--- src/rtl/gzhp_pkg.sv ---
// ----------------------------------------------------------------------------
// gzhp_pkg
// Shared types, codes and helpers for the gzip member header parser.
// ----------------------------------------------------------------------------
package gzhp_pkg;

	// header flag bits
	localparam logic [7:0] FL_CONT    = 8'h02;
	localparam logic [7:0] FL_EXTRA   = 8'h04;
	localparam logic [7:0] FL_NAME    = 8'h08;
	localparam logic [7:0] FL_COMMENT = 8'h10;
	localparam logic [7:0] FL_CRYPT   = 8'h20;
	localparam logic [7:0] FL_RESV    = 8'hC0;
	localparam logic [7:0] FL_BAD     = FL_CRYPT | FL_CONT | FL_RESV;

	// magic and method bytes
	localparam logic [7:0] MAGIC_ID1     = 8'h1F;
	localparam logic [7:0] MAGIC_ID2     = 8'h8B;
	localparam logic [7:0] MAGIC_ID2_OLD = 8'h9E;
	localparam logic [7:0] METHOD_DEFL   = 8'h08;

	// saturation limits
	localparam int unsigned TOTAL_W   = 20;
	localparam int unsigned MEMBERS_W = 16;
	localparam logic [TOTAL_W-1:0]   TOTAL_MAX   = '1;
	localparam logic [MEMBERS_W-1:0] MEMBERS_MAX = '1;

	// parse phase
	typedef enum logic [4:0] {
		PH_MAGIC0  = 5'd0,
		PH_MAGIC1  = 5'd1,
		PH_METHOD  = 5'd2,
		PH_FLAGS   = 5'd3,
		PH_TIME0   = 5'd4,
		PH_TIME1   = 5'd5,
		PH_TIME2   = 5'd6,
		PH_TIME3   = 5'd7,
		PH_XFL     = 5'd8,
		PH_OS      = 5'd9,
		PH_XLEN0   = 5'd10,
		PH_XLEN1   = 5'd11,
		PH_XDATA   = 5'd12,
		PH_NAME    = 5'd13,
		PH_COMMENT = 5'd14,
		PH_PAYLOAD = 5'd15,
		PH_ERROR   = 5'd16
	} phase_t;

	// result status codes
	typedef enum logic [2:0] {
		ST_HEADER  = 3'd0,
		ST_DONE    = 3'd1,
		ST_PAYLOAD = 3'd2,
		ST_MAGIC   = 3'd3,
		ST_METHOD  = 3'd4,
		ST_FLAGS   = 3'd5,
		ST_HELD    = 3'd6
	} status_t;

	// input request payload
	typedef struct packed {
		logic [7:0] data_byte;
		logic       restart;
	} in_item_t;

	// result payload
	typedef struct packed {
		logic [2:0]           status;
		logic                 name_valid;
		logic [7:0]           name_byte;
		logic [31:0]          mod_time;
		logic [TOTAL_W-1:0]   header_length;
		logic [MEMBERS_W-1:0] member_count;
	} out_item_t;

	// next optional section after the one ending at flag bit 'from'
	function automatic phase_t next_section(logic [7:0] flags, logic [7:0] from);
		phase_t ph;
		ph = PH_PAYLOAD;
		if (from < FL_COMMENT && (flags & FL_COMMENT) != 8'h00) ph = PH_COMMENT;
		if (from < FL_NAME && (flags & FL_NAME) != 8'h00)       ph = PH_NAME;
		if (from < FL_EXTRA && (flags & FL_EXTRA) != 8'h00)     ph = PH_XLEN0;
		return ph;
	endfunction

endpackage

--- src/rtl/gzhp_stream_if.sv ---
// ----------------------------------------------------------------------------
// gzhp_stream_if
// Valid/ready stream channel carrying one payload item per request.
// ----------------------------------------------------------------------------
interface gzhp_stream_if #(
	parameter type item_t = logic
);
	logic  valid;
	logic  ready;
	item_t data;

	modport source (output valid, output data, input ready);
	modport sink (input valid, input data, output ready);
endinterface

--- src/rtl/gzhp_in_stage.sv ---
// ----------------------------------------------------------------------------
// gzhp_in_stage
// Input register: holds one accepted request until the parser takes it.
// ----------------------------------------------------------------------------
module gzhp_in_stage (
	input  logic              clk,
	input  logic              arst_n,
	input  logic              in_valid,
	input  gzhp_pkg::in_item_t in_data,
	output logic              in_ready,
	input  logic              take,
	output logic              valid_s1,
	output gzhp_pkg::in_item_t item_s1
);
	// accept when empty or draining this cycle
	assign in_ready = !valid_s1 || take;

	// occupancy
	always_ff @(posedge clk or negedge arst_n) begin
		if (!arst_n) begin
			valid_s1 <= 1'b0;
		end else if (in_ready) begin
			valid_s1 <= in_valid;
		end
	end

	// payload
	always_ff @(posedge clk) begin
		if (in_ready && in_valid) begin
			item_s1 <= in_data;
		end
	end
endmodule

--- src/rtl/gzhp_core.sv ---
// ----------------------------------------------------------------------------
// gzhp_core
// Header phase machine and field registers; one byte per step.
// ----------------------------------------------------------------------------
module gzhp_core (
	input  logic                clk,
	input  logic                arst_n,
	input  logic                step,
	input  gzhp_pkg::in_item_t  item,
	output gzhp_pkg::out_item_t result
);
	gzhp_pkg::phase_t                      phase_q, ph_eff, ph_d;
	logic [7:0]                            first_magic_q, fm_eff, fm_d;
	logic [7:0]                            flags_q, flags_eff, flags_d;
	logic [31:0]                           time_q, time_eff, time_d;
	logic [15:0]                           skip_q, skip_eff, skip_d;
	logic [gzhp_pkg::TOTAL_W-1:0]          total_q, total_eff, total_d;
	logic [gzhp_pkg::MEMBERS_W-1:0]        members_q, members_d;
	logic [7:0]                            b;
	logic                                  in_header;
	gzhp_pkg::status_t                     status;
	logic                                  name_valid;
	logic [7:0]                            name_byte;

	assign b = item.data_byte;

	// restart clears the header state before the byte is parsed
	always_comb begin
		if (item.restart) begin
			ph_eff    = gzhp_pkg::PH_MAGIC0;
			fm_eff    = '0;
			flags_eff = '0;
			time_eff  = '0;
			skip_eff  = '0;
			total_eff = '0;
		end else begin
			ph_eff    = phase_q;
			fm_eff    = first_magic_q;
			flags_eff = flags_q;
			time_eff  = time_q;
			skip_eff  = skip_q;
			total_eff = total_q;
		end
	end

	assign in_header = ph_eff < gzhp_pkg::PH_PAYLOAD;

	// next phase
	always_comb begin
		ph_d = ph_eff;
		unique case (ph_eff) inside
			gzhp_pkg::PH_MAGIC0: ph_d = gzhp_pkg::PH_MAGIC1;
			gzhp_pkg::PH_MAGIC1: begin
				if (fm_eff == gzhp_pkg::MAGIC_ID1 &&
				    (b == gzhp_pkg::MAGIC_ID2 || b == gzhp_pkg::MAGIC_ID2_OLD))
					ph_d = gzhp_pkg::PH_METHOD;
				else
					ph_d = gzhp_pkg::PH_ERROR;
			end
			gzhp_pkg::PH_METHOD: begin
				ph_d = (b == gzhp_pkg::METHOD_DEFL) ? gzhp_pkg::PH_FLAGS : gzhp_pkg::PH_ERROR;
			end
			gzhp_pkg::PH_FLAGS: begin
				ph_d = ((b & gzhp_pkg::FL_BAD) != 8'h00) ? gzhp_pkg::PH_ERROR
				                                         : gzhp_pkg::PH_TIME0;
			end
			gzhp_pkg::PH_TIME0, gzhp_pkg::PH_TIME1, gzhp_pkg::PH_TIME2: begin
				ph_d = gzhp_pkg::phase_t'(ph_eff + 5'd1);
			end
			gzhp_pkg::PH_TIME3: ph_d = gzhp_pkg::PH_XFL;
			gzhp_pkg::PH_XFL:   ph_d = gzhp_pkg::PH_OS;
			gzhp_pkg::PH_OS:    ph_d = gzhp_pkg::next_section(flags_eff, 8'h00);
			gzhp_pkg::PH_XLEN0: ph_d = gzhp_pkg::PH_XLEN1;
			gzhp_pkg::PH_XLEN1: begin
				ph_d = ({b, skip_eff[7:0]} == 16'h0000)
				     ? gzhp_pkg::next_section(flags_eff, gzhp_pkg::FL_EXTRA)
				     : gzhp_pkg::PH_XDATA;
			end
			gzhp_pkg::PH_XDATA: begin
				if (skip_eff == 16'h0001)
					ph_d = gzhp_pkg::next_section(flags_eff, gzhp_pkg::FL_EXTRA);
			end
			gzhp_pkg::PH_NAME: begin
				if (b == 8'h00) ph_d = gzhp_pkg::next_section(flags_eff, gzhp_pkg::FL_NAME);
			end
			gzhp_pkg::PH_COMMENT: begin
				if (b == 8'h00) ph_d = gzhp_pkg::PH_PAYLOAD;
			end
			gzhp_pkg::PH_PAYLOAD: ph_d = gzhp_pkg::PH_PAYLOAD;
			gzhp_pkg::PH_ERROR:   ph_d = gzhp_pkg::PH_ERROR;
			default:              ph_d = gzhp_pkg::PH_ERROR;
		endcase
	end

	// field updates and result outputs
	always_comb begin
		fm_d       = fm_eff;
		flags_d    = flags_eff;
		time_d     = time_eff;
		skip_d     = skip_eff;
		total_d    = total_eff;
		members_d  = members_q;
		name_valid = 1'b0;
		name_byte  = 8'h00;
		status     = gzhp_pkg::ST_HEADER;

		if (in_header && total_eff != gzhp_pkg::TOTAL_MAX)
			total_d = total_eff + 1'b1;

		case (ph_eff)
			gzhp_pkg::PH_MAGIC0: begin
				fm_d = b;
				if (members_q != gzhp_pkg::MEMBERS_MAX) members_d = members_q + 1'b1;
			end
			gzhp_pkg::PH_FLAGS:  flags_d = b;
			gzhp_pkg::PH_TIME0:  time_d[7:0]   = time_eff[7:0] | b;
			gzhp_pkg::PH_TIME1:  time_d[15:8]  = time_eff[15:8] | b;
			gzhp_pkg::PH_TIME2:  time_d[23:16] = time_eff[23:16] | b;
			gzhp_pkg::PH_TIME3:  time_d[31:24] = time_eff[31:24] | b;
			gzhp_pkg::PH_XLEN0:  skip_d = {8'h00, b};
			gzhp_pkg::PH_XLEN1:  skip_d = {b, skip_eff[7:0]};
			gzhp_pkg::PH_XDATA:  skip_d = skip_eff - 16'd1;
			gzhp_pkg::PH_NAME: begin
				if (b != 8'h00) begin
					name_valid = 1'b1;
					name_byte  = b;
				end
			end
			default: ;
		endcase

		// status of this byte
		if (ph_eff == gzhp_pkg::PH_PAYLOAD) begin
			status = gzhp_pkg::ST_PAYLOAD;
		end else if (!in_header) begin
			status = gzhp_pkg::ST_HELD;
		end else if (ph_d == gzhp_pkg::PH_PAYLOAD) begin
			status = gzhp_pkg::ST_DONE;
		end else if (ph_d == gzhp_pkg::PH_ERROR) begin
			case (ph_eff)
				gzhp_pkg::PH_MAGIC1: status = gzhp_pkg::ST_MAGIC;
				gzhp_pkg::PH_METHOD: status = gzhp_pkg::ST_METHOD;
				default:             status = gzhp_pkg::ST_FLAGS;
			endcase
		end
	end

	// state registers
	always_ff @(posedge clk or negedge arst_n) begin
		if (!arst_n) begin
			phase_q       <= gzhp_pkg::PH_MAGIC0;
			first_magic_q <= '0;
			flags_q       <= '0;
			time_q        <= '0;
			skip_q        <= '0;
			total_q       <= '0;
			members_q     <= '0;
		end else if (step) begin
			phase_q       <= ph_d;
			first_magic_q <= fm_d;
			flags_q       <= flags_d;
			time_q        <= time_d;
			skip_q        <= skip_d;
			total_q       <= total_d;
			members_q     <= members_d;
		end
	end

	// result fields
	always_comb begin
		result.status        = status;
		result.name_valid    = name_valid;
		result.name_byte     = name_byte;
		result.mod_time      = time_d;
		result.header_length = total_d;
		result.member_count  = members_d;
	end
endmodule

--- src/rtl/gzhp_out_stage.sv ---
// ----------------------------------------------------------------------------
// gzhp_out_stage
// Result register: holds one result until the downstream side takes it.
// ----------------------------------------------------------------------------
module gzhp_out_stage (
	input  logic                clk,
	input  logic                arst_n,
	input  logic                load,
	input  gzhp_pkg::out_item_t result,
	output logic                free,
	output logic                out_valid,
	output gzhp_pkg::out_item_t out_data,
	input  logic                out_ready
);
	logic                valid_q;
	gzhp_pkg::out_item_t data_q;

	// slot can take a result when empty or being read now
	assign free      = !valid_q || out_ready;
	assign out_valid = valid_q;
	assign out_data  = data_q;

	// occupancy
	always_ff @(posedge clk or negedge arst_n) begin
		if (!arst_n) begin
			valid_q <= 1'b0;
		end else if (free) begin
			valid_q <= load;
		end
	end

	// payload
	always_ff @(posedge clk) begin
		if (load) begin
			data_q <= result;
		end
	end
endmodule

--- src/rtl/gzip_member_header_parser.sv ---
// ----------------------------------------------------------------------------
// gzip_member_header_parser
// Byte-at-a-time gzip member header parser with valid/ready channels.
// ----------------------------------------------------------------------------
// Each input request carries one stream byte and a restart mark; each byte
// yields exactly one result holding the parse status, an original-name byte
// when one is seen, the modification time gathered so far and saturating
// header-byte and member counts. A byte is taken every cycle while the
// result channel keeps up: it sits in an input register, the header phase
// machine processes it and the result lands in an output register.
// Throughput is one byte per clock unless the result channel stalls,
// limited only by the single phase-machine update per byte. Backpressure on the
// result channel stalls the input once both registers are full. Errors
// latch until a byte arrives with restart set.
module gzip_member_header_parser (
	input  logic                 clk,
	input  logic                 arst_n,
	gzhp_stream_if.sink          hdr_in,
	gzhp_stream_if.source        hdr_out
);
	logic                valid_s1;
	gzhp_pkg::in_item_t  item_s1;
	gzhp_pkg::out_item_t result;
	logic                out_free;
	logic                step;

	// process the held byte whenever the result slot can take it
	assign step = valid_s1 && out_free;

	gzhp_in_stage u_in (
		.clk      (clk),
		.arst_n   (arst_n),
		.in_valid (hdr_in.valid),
		.in_data  (hdr_in.data),
		.in_ready (hdr_in.ready),
		.take     (step),
		.valid_s1 (valid_s1),
		.item_s1  (item_s1)
	);

	gzhp_core u_core (
		.clk    (clk),
		.arst_n (arst_n),
		.step   (step),
		.item   (item_s1),
		.result (result)
	);

	gzhp_out_stage u_out (
		.clk       (clk),
		.arst_n    (arst_n),
		.load      (step),
		.result    (result),
		.free      (out_free),
		.out_valid (hdr_out.valid),
		.out_data  (hdr_out.data),
		.out_ready (hdr_out.ready)
	);

	// a result that ends the header never carries a name byte
	a_done_no_name: assert property (@(posedge clk) disable iff (!arst_n)
		(hdr_out.valid && hdr_out.data.status == gzhp_pkg::ST_DONE)
		|-> !hdr_out.data.name_valid)
		else $error("header done result carries a name byte");

	// name bytes are nonzero and only appear inside a header
	a_name_in_header: assert property (@(posedge clk) disable iff (!arst_n)
		(step && result.name_valid)
		|-> (result.name_byte != 8'h00 && result.status == gzhp_pkg::ST_HEADER))
		else $error("name byte outside header or zero");

	// a byte that was processed shows up as a valid result next cycle
	a_step_loads: assert property (@(posedge clk) disable iff (!arst_n)
		step |=> hdr_out.valid)
		else $error("processed byte did not produce a result");

	// a payload or held byte result reaches the result register with its header length unchanged
	a_held_result: assert property (@(posedge clk) disable iff (!arst_n)
		(step && (result.status == gzhp_pkg::ST_PAYLOAD || result.status == gzhp_pkg::ST_HELD))
		|=> (hdr_out.data.header_length == $past(result.header_length)))
		else $error("result register lost a processed result");
endmodule

--- src/flat_wrapper.sv ---
// flat-port wrapper written by rule: the top's interface ports become plain ports
module gzip_member_header_parser_flat 
  (clk, arst_n, hdr_in_valid, hdr_in_data, hdr_in_ready, hdr_out_valid, hdr_out_data, hdr_out_ready);
  gzhp_stream_if #(.item_t(gzhp_pkg::in_item_t)) hdr_in_i ();
  gzhp_stream_if #(.item_t(gzhp_pkg::out_item_t)) hdr_out_i ();
  input  logic clk;
  input  logic arst_n;
  input wire logic [$bits(hdr_in_i.valid)-1:0] hdr_in_valid;
  input wire logic [$bits(hdr_in_i.data)-1:0] hdr_in_data;
  output wire logic [$bits(hdr_in_i.ready)-1:0] hdr_in_ready;
  output wire logic [$bits(hdr_out_i.valid)-1:0] hdr_out_valid;
  output wire logic [$bits(hdr_out_i.data)-1:0] hdr_out_data;
  input wire logic [$bits(hdr_out_i.ready)-1:0] hdr_out_ready;
  assign hdr_in_i.valid = hdr_in_valid;
  assign hdr_in_i.data = hdr_in_data;
  assign hdr_in_ready = hdr_in_i.ready;
  assign hdr_out_valid = hdr_out_i.valid;
  assign hdr_out_data = hdr_out_i.data;
  assign hdr_out_i.ready = hdr_out_ready;
  gzip_member_header_parser u_core (.clk(clk), .arst_n(arst_n), .hdr_in(hdr_in_i), .hdr_out(hdr_out_i));
endmodule
--- config.mk ---
export PLATFORM = sky130hd
export DESIGN_NAME = gzip_member_header_parser_flat
export DESIGN_NICKNAME = d
export VERILOG_FILES = /design/src/rtl/gzhp_pkg.sv /design/src/rtl/gzhp_stream_if.sv /design/src/rtl/gzhp_in_stage.sv /design/src/rtl/gzhp_core.sv /design/src/rtl/gzhp_out_stage.sv /design/src/rtl/gzip_member_header_parser.sv /design/src/flat_wrapper.sv
export SDC_FILE = /design/constraint.sdc
export NUM_CORES = 1
export LEC_CHECK = 0
export BUFFER_PORTS_ARGS = -buffer_cell sky130_fd_sc_hd__buf_4
export CORE_ASPECT_RATIO = 1.1
export CORE_MARGIN = 5
export CORE_UTILIZATION = 53
export DETAILED_ROUTE_END_ITERATION = 7
export PLACE_DENSITY = 0.75
export SYNTH_ARGS = -nofsm -noshare
export SYNTH_HDL_FRONTEND = slang
export SYNTH_SLANG_ARGS = --single-unit
--- constraint.sdc ---
create_clock -name clk -period 6.5 [get_ports clk]
set_input_delay 1.3 -clock clk [delete_from_list [all_inputs] [get_ports clk]]
set_output_delay 1.3 -clock clk [all_outputs]
set_load 0.005 [all_outputs]
---- After elaboration in Yosys (flattened, before gate mapping) ----
Cells that the tools add are included.
storage, ports and cells
  flip-flop bits (word level) ............. 191
  bits of input ports ..................... 13
  output and inout bits ................... 82
cells by class
  add/subtract/negate cells ............... 4
  order comparisons ....................... 1
  equality and inequality tests ........... 24
  muxes and demuxes ....................... 32
  bitwise gates (word level) .............. 5
  reductions and logical operators ........ 17
operators with widths
  kind                                                                   number
  5-bit case mux with 14 select lines                                    1
  5-bit 2-to-1 mux                                                       12
  16-bit 2-to-1 mux                                                      3
  8-bit 2-to-1 mux                                                       6
  16-bit case mux with 3 select lines                                    1
  5-bit by 4-bit == test with 1-bit output (second input constant)       9
  20-bit 2-to-1 mux                                                      2
  32-bit 2-to-1 mux                                                      1
  8-bit bitwise OR                                                       4
  20-bit by 1-bit adder with 20-bit output (second input constant)       1
  5-bit by 3-bit == test with 1-bit output (second input constant)       4
  20-bit inequality test (second input constant)                         1
  16-bit by 1-bit adder with 16-bit output (second input constant)       1
  16-bit by 1-bit == test with 1-bit output (second input constant)      1
  8-bit == test (second input constant)                                  2
  16-bit logical NOT                                                     1
  16-bit inequality test (second input constant)                         1
  8-bit nonzero test                                                     2
  16-bit by 1-bit subtractor with 16-bit output (second input constant)  1
  5-bit by 2-bit == test with 1-bit output (second input constant)       2
  3-bit 2-to-1 mux                                                       3
  8-bit by 4-bit == test with 1-bit output (second input constant)       1
  8-bit by 5-bit == test with 1-bit output (second input constant)       1
  8-bit logical NOT                                                      1
  14 further kinds                                                       21

---- Logic depth before layout (Yosys ltp) ----
Gate-level depths: netlist of the first run.
  depth after elaboration ................. 9
  gate-level depth with buffers ........... 13

---- By module ----
Synthesis of the first run repeated with hierarchy kept, for this count alone.
second synthesis, totals
  cells, all modules ...................... 803
  area total of the unflattened synthesis .. 9233.9 um^2
modules (own cells, without submodules)
  module                     times used  cells an instance  area each (um^2)  seq. area each (um^2)
  gzhp_core                  1           706                6453.7            2502.4
  gzhp_out_stage             1           83                 2449.8            2427.3
  gzhp_in_stage              1           13                 324.1             295.3
  gzip_member_header_parser  1           1                  6.3               0.0

---- Worst setup path before layout of the first run ----
No wires, ideal clock.
  kind .................................... input to register
  start ................................... input port hdr_out_ready
  end ..................................... register u_core.u_core.phase_q[3]
  setup time .............................. 0.079 ns
  arrival ................................. 4.678 ns
  path slack .............................. 1.743 ns
  cell stages on the path ................. 7
  path through ............................ nand2b_1 nand2_1 inv_1 clkbuf_1 clkbuf_1 o21ai_0 nand2_1
on the way
  cells in the longest elaborated chain, start to end .. 2
ends and longest elaborated chain
  element                 line                             source
  start: declaration      flat_wrapper.sv:13               input wire logic [$bits(hdr_out_i.ready)-1:0] hdr_out_ready;
  1-bit logical OR        gzhp_out_stage.sv:19             assign free = !valid_q || out_ready;
  1-bit logical AND       gzip_member_header_parser.sv:28  assign step = valid_s1 && out_free;
  via u_core.step         gzip_member_header_parser.sv:25  logic step;
  end signal: assignment  gzhp_core.sv:151                 phase_q <= gzhp_pkg::PH_MAGIC0;
  end signal: assignment  gzhp_core.sv:159                 phase_q <= ph_d;
  end: declaration        gzhp_core.sv:12                  gzhp_pkg::phase_t phase_q, ph_eff, ph_d;
The timed path passes the listed nets, and every way through them passes these cells.
A chain may end at the register's enable or synchronous reset.

==> reports/qor.csv, run 1 <==
stage,metric,value,unit
worst_setup_path,slowest_stage,o21ai_2,
cts,clk_latency,0.44,ns
worst_hold_path,hold_depth,1,
pwr,p_int,2080,µW
logic_synthesis,yosys_warnings,0,
die,core,17100,µm²
route,wl_per_cell,17.7,µm
worst_setup_path,cp_top_family,simple AND/OR/NAND/NOR gates,
route,first_pass_iters,5,
pwr,power_switching,824,µW
logic_synthesis,synth_nets,837,
worst_hold_path,min_to,u_core.u_core.first_magic_q[2],
cts,clk_path_buf_depth,2,
route,antenna_left,0,
timing,grt_setup_unrepaired,no,
route,first_iter_violations,709,
worst_setup_path,cpMostUsedCell,nor2_1,
cells_and_area,fillers,1439,
worst_setup_path,cp.arrival,3.44,ns
timing,fin_crit,3.27,ns
timing,hold_viol,0,
cts,cts_tree,yes,
cts,htree_levels,4,
cells_and_area,nets,897,
worst_setup_path,cp_data_required_time,6.67,ns
global_routing,grt_pass1_vias,6353,
job,maxCapViolCount,0,
logic_synthesis,yosysUniqueCellTypes,73,
cts,cts_setup_buffers,0,
pwr,p_seq_frac,0.517,
logic_synthesis,async_flop_share,0.534,
logic_synthesis,ys.flop_type,dfrtp_1,
pwr,p_leak,0.00437,µW
pwr,p_clk_frac,0.337,
route,dr_total_vias,6711,
timing,slew_headroom,0.210,
cts,clock_sinks,191,
cts,cts_made_buffers,17,
worst_hold_path,hold_path_startpoint,u_core.u_core.first_magic_q[2],
logic_synthesis,syn_area,9310,µm²
cts,cts_root_buf,clkbuf_16,
worst_setup_path,start_kind,register,
place,gp_congestion,0.897,
die,io_pins,95,
worst_setup_path,end_kind,register,
worst_setup_path,r2r-end,u_core.u_out.out_data[20],
logic_synthesis,yosys.area.top_type_share,0.287,
logic_synthesis,yosysTopAreaCell,edfxtp_1,
logic_synthesis,synth-edff-count,89,
global_routing,grt_max_degree,74,
logic_synthesis,ys_seq_area_frac,0.561,
cts,cts_resized,0,
timing,fmax,0.305,GHz
logic_synthesis,yosysMostFrequentCell,dfrtp_1,
logic_synthesis,ys_ff_latch,191,
worst_setup_path,cp_max_fo,73,
route,drt-total-wl,19900,µm
outcome,status,"finished, final reports clean",
global_routing,grt_pass1_wl,32800,µm
place,io_buffers,94,
cts,cts.clk_slew.worst_paths,0.07,ns
timing,slew_viol_final,0,
cells_and_area,drive_gt1_frac,0.195,
die,rows,50,
timing,fin_crit_sh,0.504,
timing,setup_viol,0,
worst_setup_path,crit_chain,buf_4 > nor2b_1 > ha_1 > and3b_1 > nand4_1 > o21ai_2 > nor2_1 > xnor2_1 > nor2_1,
worst_hold_path,min_path_type,register to register,
global_routing,overflow,0,
logic_synthesis,syn_inst,819,
place,hpwl,12400,µm
pwr,swShare,0.283,
pwr,power_density,273,nW/µm²
timing,fin_skew,0.0149,ns
worst_setup_path,rr_startpoint,u_core.u_in.item_s1[0],
global_routing,antenna_found_initial,0,
cts,cts_hold_buf,0,
timing,tns,0,ns
logic_synthesis,synth_common_cells,"dfrtp_1 (102), edfxtp_1 (89), nor2_1 (68), a22o_1 (65), nand2_1 (63)",
cells_and_area,utilization,0.622,
route,avgViaCountPerCell,5.96,
die,start_util,0.543,
cells_and_area,antennaDiodeCount,0,
die,die-area,20300,µm²
route,drc,0,
die,die_h,149,µm
worst_setup_path,ff2ff_setup_slack,3.23,ns
worst_setup_path,ff2ff_path_depth,9,
logic_synthesis,syn_avg_cell_area,11.4,µm²
die,die_w,136,µm
timing,worst_pin_slew,1.18,ns
logic_synthesis,synthTopCellsByArea,"edfxtp_1 (29%), dfrtp_1 (27%), a22o_1 (6.1%)",
worst_setup_path,critPathBufInv,1,
pwr,peakVddDrop,0.000159,V
global_routing,grtUsageTotal,0.202,
pwr,pwr-share-comb,0.146,
cells_and_area,area.growth.synth_to_final,14.5,%
worst_setup_path,criticalPathCategory,register to register,
timing,holdWs,0.513,ns
worst_setup_path,slowest_delay,0.73,ns
==> sequential cells by signal, summed over array words and instances (netlist names), 5 cells and up <==
signal,cells
u_core.u_out.out_data,80
u_core.u_core.time_q,32
u_core.u_core.total_q,20
u_core.u_core.members_q,16
u_core.u_core.skip_q,16
u_core.u_in.item_s1,9
u_core.u_core.first_magic_q,8
u_core.u_core.phase_q,5
==> stage by stage <==
| stage | area, µm² | worst slack [ns] | power (µW) | instances |
|---|---|---|---|---|
| 2_1_floorplan | 9310 | 1.74 | 1780 | 819 |
| 3_3_place_gp | 10100 | 2.97 | 1940 | 1094 |
| 3_5_place_dp | 10100 | 2.94 | 1960 | 1094 |
| 4_1_cts | 10700 | 3.25 | 2940 | 1126 |
| 5_1_grt | 10700 | 2.99 | 3050 | 1126 |
| 6_report | 10700 | 3.23 | 2910 | 1126 |
==> power groups by stage <==
stage               combinational [µW]  sequential [µW]  clock (µW)
floorplan                          298             1480           0
CTS                                433             1500        1000
detailed placement                 431             1520           0
global route                       477             1520        1050
finish                             426             1500         980
global placement                   421             1520           0
==> worst max-delay path by stage <==
| stage | cells past startpoint | endpoint | start |
|---|---|---|---|
| floorplan | 7 | u_core.u_core.phase_q[3] | hdr_out_ready |
| global placement | 8 | u_core.u_core.members_q[15] | hdr_out_ready |
| detailed placement | 8 | u_core.u_core.members_q[15] | hdr_out_ready |
| CTS | 9 | u_core.u_out.out_data[20] | u_core.u_in.item_s1[0] |
| global route | 9 | u_core.u_out.out_data[20] | u_core.u_in.item_s1[0] |
| finish | 9 | u_core.u_out.out_data[20] | u_core.u_in.item_s1[0] |
==> metal layers <==
layer	wire, µm	up-vias	GRT usage
met2	9490	229	0.319
li1	-	3176	-
met4	395	0	0.0655
met5	0	-	0
met1	8960	3269	0.285
met3	1070	37	0.0378
==> cells by family after synthesis <==
kind of cell,Yosys count,share of synthesized area
adders and majority gates,5,0.00672
AOI/OAI and AO/OA,183,0.141
buffers and inverters,71,0.0320
muxes,29,0.0335
DFF,191,0.561
and+or+nand+nor,297,0.185
xor gates and xnor gates,43,0.0405
==> cells in the final DEF, fill, tap and decap left out, types with 14 or more instances in the layout <==
master | synthesis | final
nand2_1 | 63 | 62
nand3_1 | 27 | 27
o21ai_0 | 14 | 14
o21ai_1 | 27 | 27
edfxtp_1 | 89 | 89
buf_4 | 3 | 100
a22o_1 | 65 | 65
a21oi_1 | 26 | 26
dfrtp_1 | 102 | 102
xnor2_1 | 30 | 30
nor2_1 | 68 | 68
clkbuf_16 | 0 | 17
and3_1 | 16 | 16
nor3_1 | 19 | 19
==> layout make-up <==
type                       count  area (µm²)  share of cell area
clock buffer                  17         425              0.0399
timing repair buffer         100         751              0.0704
multi-input combinational    557        3790               0.356
inverter                      12        47.5             0.00446
tap                          234         293              0.0275
sequential                   191        5230               0.490
clock inverter                15         126              0.0119
Power figures use the tool's default switching activity.
==> run 2, diff against run 1 <==
==> constraint.sdc (replaced) <==
create_clock -name clk -period 3.2 [get_ports clk]
set_input_delay 0.64 -clock clk [delete_from_list [all_inputs] [get_ports clk]]
set_output_delay 0.64 -clock clk [all_outputs]
set_load 0.005 [all_outputs]
==> run 2 against run 1 <==
  * Sequential cell count is the same
  * Sequential power grew 100%
  * Die area is the same
  * Total power grew 110%
  * Hold slack lost 0.29 ns
  * Maximum frequency grew 20%
  * Register-to-register slack lost 2.7 ns
  * Routed wire length grew 1.2%
  * Critical endpoint is now u_core.u_out.out_data[77]
==> reports/qor.csv, run 2 (same netlist as run 1, synthesis figures left out) <==
stage,metric,value,unit,change
timing,slew_headroom,0.514,,+0.304
place,hpwl,13400,µm,+8.3%
route,drc,0,,unchanged
die,die_w,136,µm,unchanged
route,antenna_left,0,,unchanged
global_routing,antenna_found_initial,0,,unchanged
place,dp_worst_setup_slack,0.524,ns,-2.41 ns
global_routing,grtUsageTotal,0.205,,+0.00289
cts,cts_made_buffers,17,,unchanged
timing,fin_crit_sh,0.851,,+0.348
cts,clk_path_buf_depth,2,,unchanged
cells_and_area,largest_register_ff_count,80,,unchanged
worst_setup_path,slowest_delay,0.39,ns,-0.34 ns
cts,cts_root_buf,clkbuf_16,,
pwr,p_int,4340,µW,+110%
global_routing,overflow,0,,unchanged
die,start_util,0.543,,unchanged
pwr,pwr-share-comb,0.153,,+0.007
place,io_buffers,94,,unchanged
route,avgViaCountPerCell,5.82,,-2.3%
timing,holdWs,0.219,ns,-0.293 ns
global_routing,grt_max_degree,68,,-8.1%
timing,setup_viol,0,,unchanged
cells_and_area,final_cell_mix,"buf_4 (115), dfrtp_1 (102), edfxtp_1 (89)",,
global_routing,grt_pass1_vias,6288,,-1.0%
cts,clk_latency,0.43,ns,about the same
route,first_iter_violations,556,,-22%
cts,cts.clk_slew.worst_paths,0.07,ns,about the same
job,maxCapViolCount,0,,unchanged
pwr,p_leak,0.00449,µW,+2.7%
outcome,status,"finished, final reports clean",,
timing,fin_ws,0.476,ns,-2.75 ns
timing,grt_setup_unrepaired,no,,
timing,tns,0,ns,unchanged
pwr,swShare,0.278,,-0.00573
worst_setup_path,cp_data_required_time,3.50,ns,-3.17 ns
timing,fmax,0.367,GHz,+20%
place,dpl-instance-area,10300,µm²,+1.7%
cts,htree_levels,4,,unchanged
timing,hold_viol,0,,unchanged
timing,fin_skew,0.00776,ns,-0.00714 ns
die,rows,50,,unchanged
cts,cts_setup_buffers,0,,unchanged
die,io_pins,95,,unchanged
route,wl_per_cell,17.6,µm,-0.41%
pwr,power_density,553,nW/µm²,+100%
cts,clock_sinks,191,,unchanged
global_routing,grt_pass1_wl,32800,µm,-0.11%
pwr,power_switching,1670,µW,+100%
timing,slew_viol_final,0,,unchanged
pwr,p_seq_frac,0.505,,-0.012
cells_and_area,drive_gt1_frac,0.211,,+0.0159
route,dr_total_vias,6662,,-0.73%
cells_and_area,area.growth.synth_to_final,16.6,%,
die,die-area,20300,µm²,unchanged
route,first_pass_iters,5,,unchanged
worst_setup_path,slowest_stage,edfxtp_1,,
route,drt-total-wl,20100,µm,+1.2%
die,core,17100,µm²,unchanged
cts,cts_tree,yes,,
worst_setup_path,start_kind,register,,
cells_and_area,final_common_cell,buf_4,,
cts,cts_hold_buf,0,,unchanged
worst_setup_path,end_kind,register,,
cells_and_area,fillers,1401,,-2.6%
timing,worst_pin_slew,0.730,ns,-0.453 ns
timing,fin_crit,2.72,ns,-0.550 ns
cells_and_area,nets,915,,+2.0%
pwr,peakVddDrop,0.000354,V,+120%
worst_hold_path,min_path_type,input pin to asynchronous set/reset pin,,
cts,cts_resized,0,,unchanged
pwr,p_clk_frac,0.342,,+0.005
cells_and_area,antennaDiodeCount,0,,unchanged
die,die_h,149,µm,unchanged
worst_setup_path,criticalPathCategory,register to register,,
cells_and_area,final_cell_area,10900,µm²,+1.9%
worst_setup_path,cp.arrival,3.03,ns,-0.41 ns
worst_setup_path,crit_chain,buf_4 > and2b_1 > and4_1 > ha_1 > nor4b_1 > a22o_1 > nor4_4 > nor4b_2 > a32o_1,,
worst_setup_path,cp_max_fo,31,,-58%
place,gp_congestion,0.893,,-0.46%
## run 2: changes by cell type in the layout (fill, tap and decap cells not counted)
cell        previous run  this run
buf_12                 0         3
buf_4                100       115
bufinv_16              0         1
clkinv_2               2         3
clkinv_4               2         3
clkinvlp_4             2         1
inv_4                  3         1
inv_6                  5         4
inv_8                  1         2
## run 2: critical path, delay by kind of cell, from the launching register on
| family | cells | cell delay, ns |
|---|---|---|
| AOI/OAI and AO/OA | 2 | 0.41 |
| DFF | 1 | 0.39 |
| and+or+nand+nor | 5 | 1.17 |
| buffers and inverters | 1 | 0.33 |
| adders and majority gates | 1 | 0.28 |
## run 2: layer usage
| metal | share of wire | track usage |
|---|---|---|
| met1 | 0.45 | 0.284 |
| met4 | 0.020 | 0.0756 |
| met3 | 0.055 | 0.0341 |
| met5 | 0 | 0 |
| met2 | 0.48 | 0.328 |
## run 2: area by class of cell
cell class	instances	area, µm²	share of cell area
Timing Repair Buffer	118	923	0.0851
Multi-Input combinational cell	557	3790	0.349
Inverter	12	47.5	0.00438
Clock buffer	17	425	0.0392
Tap cell	234	293	0.0270
Sequential cell	191	5230	0.481
Clock inverter	15	153	0.0141
## run 2: metrics by stage
stage,power (µW),instances,utilization
after detailed placement,4010,1112,0.600
after global routing,6280,1144,0.633
after floorplan,3620,819,-
final,6010,1144,0.633
after global placement,3990,1112,0.600
after CTS,6060,1144,0.633
## run 2: power groups by stage
stage	sequential [µW]	combinational, µW	clock (µW)
CTS	3030	933	2090
detailed placement	3080	927	0
global placement	3080	911	0
finish	3040	920	2050
global route	3060	1030	2190
floorplan	3010	606	0
## run 2: path summary, 6_finish.rpt
path	startpoint	end	slack (ns)	depth (start not counted)
worst min register to register	u_core.u_core.first_magic_q[4]	u_core.u_core.first_magic_q[4]	0.51	1
min in group clk	hdr_in_data[3]	u_core.u_in.item_s1[3]	0.38	1
max in group asynchronous	arst_n	u_core.u_core.members_q[7]	2.24	2
worst min-delay path	arst_n	u_core.u_in.valid_s1	0.22	1
worst max register to register	u_core.u_in.item_s1[0]	u_core.u_out.out_data[77]	0.48	9
worst max-delay path	u_core.u_in.item_s1[0]	u_core.u_out.out_data[77]	0.48	9
